### config.mk
export PLATFORM = sky130hd
export DESIGN_NAME = heater_source_selector
export DESIGN_NICKNAME = d
export VERILOG_FILES = /design/src/hw/rtl/hss_pkg.sv /design/src/hw/rtl/heater_source_selector.sv /design/src/hw/rtl/hss_cfg_regs.sv /design/src/hw/rtl/hss_window_match.sv /design/src/hw/rtl/hss_decide.sv
export SDC_FILE = /design/constraint.sdc
export NUM_CORES = 1
export LEC_CHECK = 0
export BUFFER_PORTS_ARGS = -buffer_cell sky130_fd_sc_hd__buf_4
export CAP_MARGIN = 30
export CORE_MARGIN = 2
export CORE_UTILIZATION = 25
export CTS_CLUSTER_DIAMETER = 60
export DETAILED_ROUTE_END_ITERATION = 16
export HOLD_SLACK_MARGIN = 0.03
export PLACE_DENSITY = 0.41
export SETUP_SLACK_MARGIN = 0.02
export SLEW_MARGIN = 5
export SYNTH_ARGS = -nofsm -noshare
export SYNTH_HDL_FRONTEND = slang
export SYNTH_SLANG_ARGS = --single-unit
### constraint.sdc
create_clock -name aclk -period 4.9 [get_ports aclk]
set_clock_uncertainty 0.2 [all_clocks]
set_input_delay 0.98 -clock aclk [delete_from_list [all_inputs] [get_ports aclk]]
set_output_delay 0.98 -clock aclk [all_outputs]
set_load 0.1 [all_outputs]
### src/hw/rtl/hss_pkg.sv
// Shared types, register indexes, codes and constants of the heater source selector.
package hss_pkg;

    localparam int NUM_WINDOWS = 4;
    localparam int TEMP_W      = 12;
    localparam int VOLTS_W     = 10;
    localparam int MINUTE_W    = 11;
    localparam int WINDOW_W    = 30;
    localparam int CFG_DATA_W  = 30;
    localparam int CFG_IDX_W   = 3;
    localparam int DUTY_W      = 8;

    localparam logic [VOLTS_W-1:0] MIN_PANEL_VOLTS = 10'd100;
    localparam logic [DUTY_W-1:0]  PWM_FULL_LEVEL  = 8'd255;
    localparam logic [DUTY_W-1:0]  HALF_DUTY       = 8'd128;
    localparam logic [DUTY_W-1:0]  DUTY_OFF        = 8'd0;

    // Register indexes on the configuration port
    localparam logic [CFG_IDX_W-1:0] REG_HEAT_MODE       = 3'd0;
    localparam logic [CFG_IDX_W-1:0] REG_SOLAR_THRESHOLD = 3'd1;
    localparam logic [CFG_IDX_W-1:0] REG_AC_THRESHOLD    = 3'd2;
    localparam logic [CFG_IDX_W-1:0] REG_OVERTEMP_LIMIT  = 3'd3;
    localparam logic [CFG_IDX_W-1:0] REG_WINDOW_A        = 3'd4;
    localparam logic [CFG_IDX_W-1:0] REG_WINDOW_B        = 3'd5;
    localparam logic [CFG_IDX_W-1:0] REG_WINDOW_C        = 3'd6;
    localparam logic [CFG_IDX_W-1:0] REG_WINDOW_D        = 3'd7;

    // Heating modes
    localparam logic [1:0] MODE_OFF       = 2'd0;
    localparam logic [1:0] MODE_SOLAR     = 2'd1;
    localparam logic [1:0] MODE_AC        = 2'd2;
    localparam logic [1:0] MODE_SOLAR_AC  = 2'd3;

    // Reported states
    localparam logic [1:0] ST_OFF         = 2'd0;
    localparam logic [1:0] ST_SOLAR_ON    = 2'd1;
    localparam logic [1:0] ST_AC_ON       = 2'd2;
    localparam logic [1:0] ST_TEMP_REACHED = 2'd3;

    localparam logic signed [TEMP_W-1:0] SOLAR_THRESHOLD_RST = 12'sd600;
    localparam logic signed [TEMP_W-1:0] AC_THRESHOLD_RST    = 12'sd550;
    localparam logic signed [TEMP_W-1:0] OVERTEMP_LIMIT_RST  = 12'sd800;

    typedef struct packed {
        logic [1:0]                             heat_mode;
        logic signed [TEMP_W-1:0]               solar_threshold;
        logic signed [TEMP_W-1:0]               ac_threshold;
        logic signed [TEMP_W-1:0]               overtemp_limit;
        logic [NUM_WINDOWS-1:0][WINDOW_W-1:0]   windows;
    } cfg_t;

    typedef struct packed {
        logic signed [TEMP_W-1:0] water_temp;
        logic                     temp_ok;
        logic [VOLTS_W-1:0]       panel_volts;
        logic                     clock_synced;
        logic [2:0]               week_day;
        logic [MINUTE_W-1:0]      day_minute;
    } sample_t;

    typedef struct packed {
        logic              relay_drive;
        logic [DUTY_W-1:0] ssr_duty;
        logic [1:0]        heat_state;
    } result_t;

endpackage

### src/hw/rtl/heater_source_selector.sv
// Heater source selector: a registered request, the decision logic and a registered result.
// An accepted request is registered in the input stage, then its result on the m_ side.
// One request per cycle while m_ready holds; the decision is one pass through compare logic.
// A request is taken while a result waits, as long as the input stage can move on.
// Synchronous active-low reset empties both stages and loads the register reset values.
module heater_source_selector (
    input  logic                                 aclk,
    input  logic                                 aresetn,
    input  logic                                 cfg_wr_en,
    input  logic [hss_pkg::CFG_IDX_W-1:0]        cfg_index,
    input  logic [hss_pkg::CFG_DATA_W-1:0]       cfg_wdata,
    input  logic                                 s_valid,
    output logic                                 s_ready,
    input  logic signed [hss_pkg::TEMP_W-1:0]    s_water_temp,
    input  logic                                 s_temp_ok,
    input  logic [hss_pkg::VOLTS_W-1:0]          s_panel_volts,
    input  logic                                 s_clock_synced,
    input  logic [2:0]                           s_week_day,
    input  logic [hss_pkg::MINUTE_W-1:0]         s_day_minute,
    output logic                                 m_valid,
    input  logic                                 m_ready,
    output logic                                 m_relay_drive,
    output logic [hss_pkg::DUTY_W-1:0]           m_ssr_duty,
    output logic [1:0]                           m_heat_state
);
    import hss_pkg::*;

    cfg_t    cfg;
    sample_t sample_reg;
    logic    in_valid_reg;
    result_t res_next;
    result_t res_reg;
    logic    out_valid_reg;
    logic    out_load;
    logic    in_load;

    hss_cfg_regs u_cfg (
        .aclk      (aclk),
        .aresetn   (aresetn),
        .cfg_wr_en (cfg_wr_en),
        .cfg_index (cfg_index),
        .cfg_wdata (cfg_wdata),
        .cfg       (cfg)
    );

    hss_decide u_decide (
        .cfg    (cfg),
        .sample (sample_reg),
        .result (res_next)
    );

    // The result register frees up when it is empty or its result is being taken.
    assign out_load = in_valid_reg && (!out_valid_reg || m_ready);
    assign s_ready  = !in_valid_reg || out_load;
    assign in_load  = s_valid && s_ready;

    always_ff @(posedge aclk) begin
        if (!aresetn) begin
            in_valid_reg  <= 1'b0;
            out_valid_reg <= 1'b0;
        end else begin
            if (s_ready) begin
                in_valid_reg <= s_valid;
            end
            if (out_load) begin
                out_valid_reg <= 1'b1;
            end else if (m_ready) begin
                out_valid_reg <= 1'b0;
            end
        end
    end

    always_ff @(posedge aclk) begin
        if (in_load) begin
            sample_reg.water_temp   <= s_water_temp;
            sample_reg.temp_ok      <= s_temp_ok;
            sample_reg.panel_volts  <= s_panel_volts;
            sample_reg.clock_synced <= s_clock_synced;
            sample_reg.week_day     <= s_week_day;
            sample_reg.day_minute   <= s_day_minute;
        end
        if (out_load) begin
            res_reg <= res_next;
        end
    end

    assign m_valid       = out_valid_reg;
    assign m_relay_drive = res_reg.relay_drive;
    assign m_ssr_duty    = res_reg.ssr_duty;
    assign m_heat_state  = res_reg.heat_state;

endmodule

### src/hw/rtl/hss_cfg_regs.sv
// Configuration register file of the heater source selector.
module hss_cfg_regs (
    input  logic                             aclk,
    input  logic                             aresetn,
    input  logic                             cfg_wr_en,
    input  logic [hss_pkg::CFG_IDX_W-1:0]    cfg_index,
    input  logic [hss_pkg::CFG_DATA_W-1:0]   cfg_wdata,
    output hss_pkg::cfg_t                    cfg
);
    import hss_pkg::*;

    cfg_t cfg_reg;
    cfg_t cfg_next;

    always_comb begin
        cfg_next = cfg_reg;
        if (cfg_wr_en) begin
            case (cfg_index)
                REG_HEAT_MODE:       cfg_next.heat_mode       = cfg_wdata[1:0];
                REG_SOLAR_THRESHOLD: cfg_next.solar_threshold = cfg_wdata[TEMP_W-1:0];
                REG_AC_THRESHOLD:    cfg_next.ac_threshold    = cfg_wdata[TEMP_W-1:0];
                REG_OVERTEMP_LIMIT:  cfg_next.overtemp_limit  = cfg_wdata[TEMP_W-1:0];
                REG_WINDOW_A:        cfg_next.windows[0]      = cfg_wdata[WINDOW_W-1:0];
                REG_WINDOW_B:        cfg_next.windows[1]      = cfg_wdata[WINDOW_W-1:0];
                REG_WINDOW_C:        cfg_next.windows[2]      = cfg_wdata[WINDOW_W-1:0];
                REG_WINDOW_D:        cfg_next.windows[3]      = cfg_wdata[WINDOW_W-1:0];
                default:             cfg_next = cfg_reg;
            endcase
        end
    end

    always_ff @(posedge aclk) begin
        if (!aresetn) begin
            cfg_reg.heat_mode       <= MODE_OFF;
            cfg_reg.solar_threshold <= SOLAR_THRESHOLD_RST;
            cfg_reg.ac_threshold    <= AC_THRESHOLD_RST;
            cfg_reg.overtemp_limit  <= OVERTEMP_LIMIT_RST;
            cfg_reg.windows         <= '0;
        end else begin
            cfg_reg <= cfg_next;
        end
    end

    assign cfg = cfg_reg;

endmodule

### src/hw/rtl/hss_window_match.sv
// Checks one day-masked minute window against the current day and minute.
module hss_window_match (
    input  logic [hss_pkg::WINDOW_W-1:0]  window,
    input  logic                          clock_synced,
    input  logic [2:0]                    week_day,
    input  logic [hss_pkg::MINUTE_W-1:0]  day_minute,
    output logic                          enabled,
    output logic                          active
);
    import hss_pkg::*;

    logic [6:0]          day_mask;
    logic [2:0]          day_bit;
    logic [MINUTE_W-1:0] start_min;
    logic [MINUTE_W-1:0] end_min;
    logic                in_range;

    assign enabled   = window[0];
    assign day_mask  = window[7:1];
    assign start_min = window[18:8];
    assign end_min   = window[29:19];

    // Sunday is day zero but sits in the top bit of the mask.
    assign day_bit = (week_day == 3'd0) ? 3'd6 : week_day - 3'd1;

    // A window whose start lies after its end wraps over midnight.
    always_comb begin
        if (start_min <= end_min) begin
            in_range = (day_minute >= start_min) && (day_minute < end_min);
        end else begin
            in_range = (day_minute >= start_min) || (day_minute < end_min);
        end
    end

    assign active = enabled && clock_synced && (week_day != 3'd7)
                    && day_mask[day_bit] && in_range;

endmodule

### src/hw/rtl/hss_decide.sv
// Heating decision: over-temperature cutoff, then the choice by heating mode.
module hss_decide (
    input  hss_pkg::cfg_t     cfg,
    input  hss_pkg::sample_t  sample,
    output hss_pkg::result_t  result
);
    import hss_pkg::*;

    logic [NUM_WINDOWS-1:0] win_enabled;
    logic [NUM_WINDOWS-1:0] win_active;
    logic                   in_window;
    logic                   pv;
    logic                   need_pv;
    logic                   need_ac;
    logic                   overtemp;

    for (genvar i = 0; i < NUM_WINDOWS; i++) begin : g_win
        hss_window_match u_win (
            .window       (cfg.windows[i]),
            .clock_synced (sample.clock_synced),
            .week_day     (sample.week_day),
            .day_minute   (sample.day_minute),
            .enabled      (win_enabled[i]),
            .active       (win_active[i])
        );
    end

    // With no window enabled, mains heating is allowed at any time.
    assign in_window = ~(|win_enabled) || (|win_active);
    assign pv        = sample.panel_volts >= MIN_PANEL_VOLTS;
    assign need_pv   = !sample.temp_ok || (sample.water_temp < cfg.solar_threshold);
    assign need_ac   = !sample.temp_ok || (sample.water_temp < cfg.ac_threshold);
    assign overtemp  = sample.temp_ok && (sample.water_temp >= cfg.overtemp_limit);

    always_comb begin
        result.relay_drive = 1'b0;
        result.ssr_duty    = DUTY_OFF;
        result.heat_state  = ST_OFF;
        if (overtemp) begin
            result.heat_state = ST_TEMP_REACHED;
        end else begin
            case (cfg.heat_mode)
                MODE_SOLAR: begin
                    if (pv && need_pv) begin
                        result.ssr_duty   = HALF_DUTY;
                        result.heat_state = ST_SOLAR_ON;
                    end else begin
                        result.heat_state = need_pv ? ST_OFF : ST_TEMP_REACHED;
                    end
                end
                MODE_AC: begin
                    if (in_window && need_ac) begin
                        result.relay_drive = 1'b1;
                        result.heat_state  = ST_AC_ON;
                    end else begin
                        result.heat_state = need_ac ? ST_OFF : ST_TEMP_REACHED;
                    end
                end
                MODE_SOLAR_AC: begin
                    if (pv && need_pv) begin
                        result.ssr_duty   = PWM_FULL_LEVEL;
                        result.heat_state = ST_SOLAR_ON;
                    end else if (!pv && in_window && need_ac) begin
                        result.relay_drive = 1'b1;
                        result.heat_state  = ST_AC_ON;
                    end else begin
                        result.heat_state = need_ac ? ST_OFF : ST_TEMP_REACHED;
                    end
                end
                default: begin
                    result.heat_state = ST_OFF;
                end
            endcase
        end
    end

endmodule
==> summary.txt, run 1 <==
final worst slack: 1570 ps
Yosys top cell by area: dfxtp_1
area grow syn2layout: 19.1%
number of flip-flops in the largest register: 158
Yosys warning count: 0
area of the multi-input gates: 6400 sq um
Power, Total: 4.35 mW
GRT overflow: 0
post-synthesis cell count: 1,341
Seq cells post-synth: 201
P_leak: 5.20 nW
Psw: 1.20 mW
first-pass GRT wire length: 54,800 microns
Residual DRC: 0
Int Pwr: 3.15 mW
Final HPWL DP: 25,400 microns
CP Class: flip-flop to flip-flop
IO buf count: 86
die height: 219 microns
Hold WS: 263 ps
share of layout cells above drive strength 1: 11.7%
Reg area: 4430 sq um
type of origin of the critical path: flip-flop
top-count cell post-synth: nand2_1
Starting Density: 25.4%
Synth Cell Area: 11,600 sq um
fin. max-slew vios: 0
maximum clock rate: 300 MHz
predominant post-synthesis flop cell: dfxtp_1
worst path arrival time: 3440 ps
count of cell types in the netlist: 61
H-tree levels: 1
post-synth top area share: 27.7%
crit end category: flip-flop
TritonCTS clock tree: done
average wire per standard cell: 17.4 microns
most instantiated cells after synthesis: 342 x nand2_1, 165 x ha_1, 160 x dfxtp_1
outcome: finished clean
clock latency on the worst-skew pair: 570 ps
antenna viol nets, final: 0
via count: 9,265
Syn Area/Cell: 8.62 sq um
First-pass DRT Iterations: 4
post-cts resize count: 0
total wire length: 35,400 microns
power share of the clock group: 46.9%
Seq/Total Area, Yosys: 38.4%
Max Cap Viol: 0
share of power burned in registers: 41.1%
DR vias/cell: 4.56
CP Max Fanout: 9
syn_nets: 1,582
fin crit share: 67.9%
Clock Sinks: 201
Post-synth ARST share: 0%
cell area after layout: 13,800 sq um
pwr dens: 316 nW/um^2
Reg2Reg Depth: 10
row count: 78
Sum Neg Setup Slack: 0 ps
Num CTS Buffers: 27
Total GRT Usage: 15.0%
cell count after placement: 1,984
pre-CTS setup slack: 1560 ps
number of antenna diodes: 0
post-route insts no fill: 2,034
antenna violations before repair: 1
CTS Root Buffer Type: clkbuf_16
Die ar.: 48,000 sq um
EDFF count, synth: 41
Ports: 89
Max clock buf depth: 3
area of the core: 45,500 sq um
synth top area cells: dfxtp_1 28%, ha_1 18%, nand2_1 11%
actual slew at the worst max-slew pin: 668 ps
Sw Share: 27.6%
Setup Buffers After CTS: 0
Final setup viols: 0
WHS Path Cells: 2
Clock transition at path regs: 60 ps
Final min period: 3330 ps
cell area after placement: 12,800 sq um
HP Class: flip-flop to flip-flop
pin count of the biggest net entering global routing: 161
hold-fix buffer count after cts: 0
slew margin rel.: 55.5%
layout filler cell count: 4,883
DRT iter0 DRCs: 439
Chip Width: 219 microns
vias in the first global route: 9,199
Layout Utilization: 30.3%
Max rail drop VDD: 269 uV
unrepaired setup endpoints after global routing: false
# nets final: 1,654
Combinational Power Share: 12.0%
CP Data Required Time: 5010 ps
Routability Congestion: 0.779
final number of hold-violating endpoints: 0
==> worst max-delay path, stage by stage, from the launching register on <==
cell and delay, ps:
edfxtp_1 510, inv_1 110, ha_1 240, nor2b_2 180, nor2_4 320, mux2_2 380, a221oi_1 490, a2111oi_2 60
a22oi_1 240, o21a_2 250, a31oi_2 100
==> area by class of cell <==
cell class / instances / area share [%]
clock buffer: 34 / 5.71
clock inverter: 16 / 1.04
inverter: 129 / 3.52
multi-input combinational: 955 / 46.5
sequential: 201 / 32.2
tap: 600 / 5.45
timing repair buffer: 99 / 5.61
==> layout by cell type, fill, tap and decap left out, types with 4 or more instances in the layout <==
| cell | synthesis | layout |
|---|---|---|
| a211oi_1 | 8 | 8 |
| a21boi_0 | 145 | 145 |
| a21o_1 | 19 | 19 |
| a21oi_1 | 51 | 51 |
| a221oi_1 | 5 | 5 |
| buf_4 | 6 | 96 |
| clkbuf_16 | 0 | 30 |
| dfxtp_1 | 160 | 160 |
| edfxtp_1 | 41 | 41 |
| ha_1 | 165 | 165 |
| inv_1 | 129 | 129 |
| inv_4 | 0 | 6 |
| nand2_1 | 342 | 342 |
| nand2b_1 | 12 | 12 |
| nand3_1 | 17 | 17 |
| nand3b_1 | 5 | 5 |
| nand4_1 | 16 | 16 |
| nor2_1 | 34 | 31 |
| nor2b_1 | 13 | 13 |
| nor3_1 | 5 | 4 |
| o211ai_1 | 15 | 15 |
| o21a_1 | 6 | 6 |
| o21ai_0 | 39 | 39 |
| o221ai_1 | 4 | 4 |
==> power groups by stage <==
stage	clock network, mW	registers, mW	logic [mW]
global placement	0	1.83	0.520
floorplan	0	1.82	0.311
CTS	2.11	1.79	0.533
global route	2.18	1.80	0.592
finish	2.04	1.79	0.522
detailed placement	0	1.83	0.530
==> cell families after synthesis <==
| group | share of synthesized area, % |
|---|---|
| buffers and inverters | 6.38 |
| adder cells (fa/ha/maj) | 17.9 |
| XOR/XNOR | 0.0758 |
| flip-flops | 38.4 |
| AO/OA/AOI/OAI | 19.3 |
| AND/OR/NAND/NOR | 16.8 |
| multiplexers | 1.17 |
==> final timing paths <==
check / from / end / slack [ps]
max: sample_reg[11] / m_heat_state[1] / 1570
min: u_cfg.cfg[1] / u_cfg.cfg[1] / 260
max reg2reg: sample_reg[11] / m_heat_state[1] / 1570
min reg2reg: u_cfg.cfg[1] / u_cfg.cfg[1] / 260
==> routing by layer <==
metal	part of all wire, %	GRT usage (%)	up-vias
li1	-	-	4740
met1	47	19.8	4359
met2	48	25.9	122
met3	3.7	2.62	42
met4	1.6	2.66	2
met5	0.034	0	-
Power figures use the tool's default switching activity.
==> run 2: changes to the inputs <==
==> constraint.sdc (replaced) <==
create_clock -name aclk -period 3.21 [get_ports aclk]
set_clock_uncertainty 0.2 [all_clocks]
set_input_delay 0.642 -clock aclk [delete_from_list [all_inputs] [get_ports aclk]]
set_output_delay 0.642 -clock aclk [all_outputs]
set_load 0.1 [all_outputs]
==> summary.txt, run 2 (synthesis gave the netlist of run 1 again) <==
outcome: finished clean (unchanged)
via count: 9,429 (was 9,265)
Chip Width: 219 microns (unchanged)
Sum Neg Setup Slack: 0 ps (unchanged)
H-tree levels: 1 (unchanged)
antenna violations before repair: 3 (was 1)
CP Class: flip-flop to flip-flop (unchanged)
Routability Congestion: 0.809 (was 0.779)
first-pass GRT wire length: 55,600 microns (was 54,800 microns)
antenna viol nets, final: 0 (unchanged)
maximum clock rate: 327 MHz (was 300 MHz)
clock latency on the worst-skew pair: 580 ps (was 570 ps)
post-route insts no fill: 2,100 (was 2,034)
# nets final: 1,718 (was 1,654)
Final min period: 3060 ps (was 3330 ps)
die height: 219 microns (unchanged)
number of flip-flops in the largest register: 158 (unchanged)
First-pass DRT Iterations: 5 (was 4)
most frequent cells in the layout: 342 x nand2_1, 165 x ha_1, 160 x dfxtp_1 (unchanged)
worst path arrival time: 3180 ps (was 3440 ps)
final number of hold-violating endpoints: 0 (unchanged)
type of origin of the critical path: flip-flop (unchanged)
Die ar.: 48,000 sq um (unchanged)
Critical Path, Cell by Cell: buf_4 -> ha_1 -> nand2_1 -> o21ai_0 -> a21oi_1 -> o21ai_0 -> buf_4 -> nand2_1 -> a41oi_1 -> o21a_2 -> a31oi_2 (was inv_1 -> ha_1 -> nor2b_2 -> nor2_4 -> mux2_2 -> a221oi_1 -> a2111oi_2 -> a22oi_1 -> o21a_2 -> a31oi_2)
HP Class: input port to flip-flop (was flip-flop to flip-flop)
CP max-delay cell: edfxtp_1 (unchanged)
crit end category: flip-flop (unchanged)
CP Max Fanout: 5 (was 9)
Clock Sinks: 201 (unchanged)
Max clock buf depth: 3 (unchanged)
Ports: 89 (unchanged)
DRT iter0 DRCs: 375 (was 439)
Max rail drop VDD: 344 uV (was 269 uV)
GRT overflow: 0 (unchanged)
TritonCTS clock tree: done (unchanged)
CP Data Required Time: 3330 ps (was 5010 ps)
cell count after placement: 2,014 (was 1,984)
Final setup viols: 0 (unchanged)
vias in the first global route: 9,390 (was 9,199)
DR vias/cell: 4.49 (was 4.56)
layout filler cell count: 4,869 (was 4,883)
CTS Root Buffer Type: clkbuf_16 (unchanged)
Max Cap Viol: 0 (unchanged)
P_leak: 5.52 nW (was 5.20 nW)
average wire per standard cell: 17.0 microns (was 17.4 microns)
Num CTS Buffers: 28 (was 27)
Buf/Inv on CP: 2 (was 1)
Residual DRC: 0 (unchanged)
most common cell after layout, fill and taps aside: nand2_1 (unchanged)
unrepaired setup endpoints after global routing: false (unchanged)
Total GRT Usage: 15.1% (was 15.0%)
Largest stage delay, worst path: 490 ps (was 510 ps)
Final HPWL DP: 26,500 microns (was 25,400 microns)
fin. max-slew vios: 0 (unchanged)
pin count of the biggest net entering global routing: 57 (was 161)
slew margin rel.: 52.7% (was 55.5%)
area grow syn2layout: 24.6% (was 19.1%)
Starting Density: 25.4% (unchanged)
pwr dens: 476 nW/um^2 (was 316 nW/um^2)
share of layout cells above drive strength 1: 13.7% (was 11.7%)
fin crit share: 95.4% (was 67.9%)
total wire length: 35,700 microns (was 35,400 microns)
CP delay by family, top: compound AO/OA/AOI/OAI gates (unchanged)
area of the core: 45,500 sq um (unchanged)
IO buf count: 86 (unchanged)
actual slew at the worst max-slew pin: 710 ps (was 668 ps)
Clock transition at path regs: 60 ps (about the same)
row count: 78 (unchanged)
==> run 2: cell types whose count changed in the layout (fill, tap and decap cells not counted), sizes merged <==
| cell | previous run | this run |
|---|---|---|
| buf | 99 | 134 |
| bufinv | 1 | 3 |
| clkbuf | 34 | 37 |
| clkinv | 3 | 9 |
| clkinvlp | 3 | 1 |
| diode | 0 | 1 |
| dlygate4sd3 | 0 | 28 |
| inv | 138 | 131 |
==> run 2: cell type report <==
class | count | area (sq um) | area share (%)
Clock buffer | 37 | 786 | 5.46
Multi-Input combinational cell | 955 | 6430 | 44.6
Timing Repair Buffer | 162 | 1320 | 9.19
Antenna cell | 1 | 2.50 | 0.0174
Clock inverter | 15 | 191 | 1.33
Tap cell | 600 | 751 | 5.21
Sequential cell | 201 | 4430 | 30.8
Inverter | 129 | 484 | 3.36
==> run 2: worst paths after layout <==
kind                    start              end  slack (ps)  cells past startpoint
min reg2reg     u_cfg.cfg[23]    u_cfg.cfg[23]         260                      2
max reg2reg     sample_reg[2]  m_heat_state[1]         150                     11
min          s_day_minute[10]   sample_reg[10]          60                      1
max             sample_reg[2]  m_heat_state[1]         150                     11
==> run 2: power breakdown <==
part / switching, mW / internal (mW)
combinational: 0.511 / 0.373
sequential: 0.0619 / 2.66
clock: 1.27 / 1.98
==> run 2: through the flow <==
stage	instance area [sq um]	utilization (%)	power [mW]	hold slack, ps	setup WS [ps]
3_3_place_gp	13100	28.7	3.62	247	101
4_1_cts	14300	31.5	6.96	41.3	104
3_5_place_dp	13100	28.8	3.63	254	9.38
5_1_grt	14400	31.7	7.18	39.0	28.6
6_report	14400	31.7	6.85	64.4	149
2_1_floorplan	11600	-	3.26	239	163
==> run 2: worst register-to-register path: stages (launching register included) <==
cell and delay, ps:
edfxtp_1 490, buf_4 210, ha_1 290, nand2_1 50, o21ai_0 340, a21oi_1 230
o21ai_0 240, buf_4 160, nand2_1 60, a41oi_1 210, o21a_2 220, a31oi_2 100
==> run 2: routing by layer <==
metal / vias up / GRT usage (%) / routed length, microns
met5: - / 0 / 27
met4: 4 / 3.15 / 687
met3: 48 / 2.76 / 1530
met2: 142 / 25.7 / 16800
met1: 4371 / 20.1 / 16700
li1: 4864 / - / -
==> run 2: what timing repair did <==
item                                   in CTS  in global routing
pin swaps                                   0                  3
endpoints found under the hold margin      28                  0
gates resized for setup                     1                  6
buffers inserted                            0                  5
hold buffers                               28                  0
setup endpoints to repair                   1                  2
==> run 3: changes to the inputs <==
--- a/config.mk
+++ b/config.mk
@@ -8,11 +8,11 @@
 export BUFFER_PORTS_ARGS = -buffer_cell sky130_fd_sc_hd__buf_4
 export CAP_MARGIN = 30
 export CORE_MARGIN = 2
-export CORE_UTILIZATION = 25
+export CORE_UTILIZATION = 61
 export CTS_CLUSTER_DIAMETER = 60
 export DETAILED_ROUTE_END_ITERATION = 16
 export HOLD_SLACK_MARGIN = 0.03
-export PLACE_DENSITY = 0.41
+export PLACE_DENSITY = 0.82
 export SETUP_SLACK_MARGIN = 0.02
 export SLEW_MARGIN = 5
 export SYNTH_ARGS = -nofsm -noshare
==> summary.txt, run 3 (synthesis gave the netlist of run 1 again) <==
outcome: finished clean (unchanged)
area of the core: 18,600 sq um (was 45,500 sq um)
P_leak: 5.22 nW (was 5.52 nW)
R2R Setup Slk: 260 ps (was 150 ps)
GRT overflow: 0 (unchanged)
Chip Width: 142 microns (was 219 microns)
Reg2Reg Depth: 9 (was 11)
post-cts resize count: 0 (was 1)
via count: 9,533 (was 9,429)
Reg area: 4430 sq um (unchanged)
Max clock buf depth: 3 (unchanged)
worst path arrival time: 3030 ps (was 3180 ps)
Hold Crit Start: s_water_temp[10] (was s_day_minute[10])
layout filler cell count: 1,449 (was 4,869)
CP Data Required Time: 3290 ps (was 3330 ps)
pin count of the biggest net entering global routing: 75 (was 57)
CP Max Fanout: 7 (was 5)
Combinational Power Share: 12.8% (was 12.9%)
final number of hold-violating endpoints: 0 (unchanged)
CP Class: flip-flop to flip-flop (unchanged)
cell area after placement: 12,500 sq um (was 13,100 sq um)
most common cell after layout, fill and taps aside: nand2_1 (unchanged)
area of the multi-input gates: 6400 sq um (was 6430 sq um)
Max rail drop VDD: 457 uV (was 344 uV)
DR vias/cell: 5.69 (was 4.49)
type of origin of the critical path: flip-flop (unchanged)
HP Class: input port to flip-flop (unchanged)
die height: 142 microns (was 219 microns)
CTS Root Buffer Type: clkbuf_16 (unchanged)
Sw Share: 26.0% (was 26.9%)
Clock transition at path regs: 60 ps (about the same)
IO buf count: 86 (unchanged)
antenna viol nets, final: 0 (unchanged)
clock latency on the worst-skew pair: 530 ps (was 580 ps)
share of power burned in registers: 43.3% (was 39.7%)
Sum Neg Setup Slack: 0 ps (unchanged)
hold-fix buffer count after cts: 0 (was 28)
TritonCTS clock tree: done (unchanged)
number of antenna diodes: 0 (was 1)
first-pass GRT wire length: 46,200 microns (was 55,600 microns)
Final HPWL DP: 20,300 microns (was 26,500 microns)
DRT iter0 DRCs: 481 (was 375)
average wire per standard cell: 17.0 microns (about the same)
pwr dens: 471 nW/um^2 (was 476 nW/um^2)
fin. max-slew vios: 0 (unchanged)
number of flip-flops in the largest register: 158 (unchanged)
power share of the clock group: 43.8% (was 47.4%)
Psw: 1.63 mW (was 1.84 mW)
RR Startpoint: sample_reg[8] (was sample_reg[2])
crit end category: flip-flop (unchanged)
Buf/Inv on CP: 0 (was 2)
area grow syn2layout: 15.1% (was 24.6%)
cell count after placement: 1,633 (was 2,014)
Residual DRC: 0 (unchanged)
vias in the first global route: 9,309 (was 9,390)
unrepaired setup endpoints after global routing: false (unchanged)
pre-CTS setup slack: 308 ps (was 9.38 ps)
Total GRT Usage: 28.7% (was 15.1%)
maximum clock rate: 339 MHz (was 327 MHz)
worst flop-to-flop path endpoint: m_heat_state[1] (unchanged)
Int Pwr: 4.64 mW (was 5.01 mW)
# nets final: 1,665 (was 1,718)
total wire length: 28,400 microns (was 35,700 microns)
Critical Path, Cell by Cell: ha_1 -> a21oi_1 -> nor2_1 -> a211oi_1 -> o2111ai_1 -> and2_1 -> maj3_1 -> nand4_1 -> a31oi_2 (was buf_4 -> ha_1 -> nand2_1 -> o21ai_0 -> a21oi_1 -> o21ai_0 -> buf_4 -> nand2_1 -> a41oi_1 -> o21a_2 -> a31oi_2)
share of layout cells above drive strength 1: 12.1% (was 13.7%)
antenna violations before repair: 1 (was 3)
Final min period: 2950 ps (was 3060 ps)
actual slew at the worst max-slew pin: 864 ps (was 710 ps)
Largest stage delay, worst path: 530 ps (was 490 ps)
row count: 50 (was 78)
H-tree levels: 1 (unchanged)
fin crit share: 92.0% (was 95.4%)
Setup Buffers After CTS: 0 (unchanged)
Die ar.: 20,100 sq um (was 48,000 sq um)
First-pass DRT Iterations: 7 (was 5)
CP delay by family, top: adder cells (was compound AO/OA/AOI/OAI gates)
cell area after layout: 13,300 sq um (was 14,400 sq um)
Starting Density: 62.0% (was 25.4%)
Ports: 89 (unchanged)
slew margin rel.: 42.4% (was 52.7%)
worst-case hold path end point: sample_reg[36] (was sample_reg[10])
Max Cap Viol: 0 (unchanged)
post-route insts no fill: 1,675 (was 2,100)
Num CTS Buffers: 23 (was 28)
most frequent cells in the layout: 342 x nand2_1, 165 x ha_1, 160 x dfxtp_1 (unchanged)
Routability Congestion: 0.884 (was 0.809)
Clock Sinks: 201 (unchanged)
CP max-delay cell: edfxtp_1 (unchanged)
WHS Path Cells: 1 (unchanged)
final worst slack: 258 ps (was 149 ps)
Final setup viols: 0 (unchanged)
## run 3: routing by layer
metal / global-route usage [%] / wire (microns) / share of wire [%] / vias up
met3: 3.54 / 1300 / 4.6 / 87
li1: - / - / - / 4741
met2: 51.5 / 14000 / 49 / 256
met4: 11.9 / 1280 / 4.5 / 2
met1: 35.0 / 11800 / 42 / 4447
met5: 0 / 8 / 0.028 / -
## run 3: worst max path at each step
stage,slack (ps),startpoint,to,cells past startpoint
floorplan,160,m_valid,sample_reg[0],3
global route,120,sample_reg[8],m_heat_state[1],9
global placement,290,sample_reg[8],m_heat_state[1],9
CTS,310,sample_reg[8],m_heat_state[1],9
detailed placement,310,sample_reg[8],m_heat_state[1],9
finish,260,sample_reg[8],m_heat_state[1],9
## run 3: area by class of cell
class	count	share of cell area, %
Clock buffer	36	5.48
Clock inverter	6	0.555
Inverter	129	3.64
Multi-Input combinational cell	955	48.1
Sequential cell	201	33.3
Tap cell	234	2.20
Timing Repair Buffer	114	6.68
## run 3: worst reg2reg max path: cells and delay by family (launching register included)
| kind | cells | cell delay [ps] |
|---|---|---|
| flops | 1 | 530 |
| simple gates | 3 | 460 |
| fa+ha+maj | 2 | 780 |
| compound gates | 4 | 730 |
## run 3: stage by stage
stage	util, %	total power, mW	hold WS, ps
floorplan	-	3.26	239
global placement	66.9	3.52	246
detailed placement	67.1	3.56	253
CTS	71.4	6.28	70.7
global route	71.4	6.50	70.0
finish	71.4	6.27	78.8
## run 3: power groups by stage
stage | clock [mW] | sequential [mW] | combinational [mW]
after detailed placement | 0 | 2.77 | 0.789
after global placement | 0 | 2.77 | 0.758
after floorplan | 0 | 2.78 | 0.474
after CTS | 2.77 | 2.71 | 0.799
after global routing | 2.89 | 2.72 | 0.885
final | 2.75 | 2.71 | 0.804
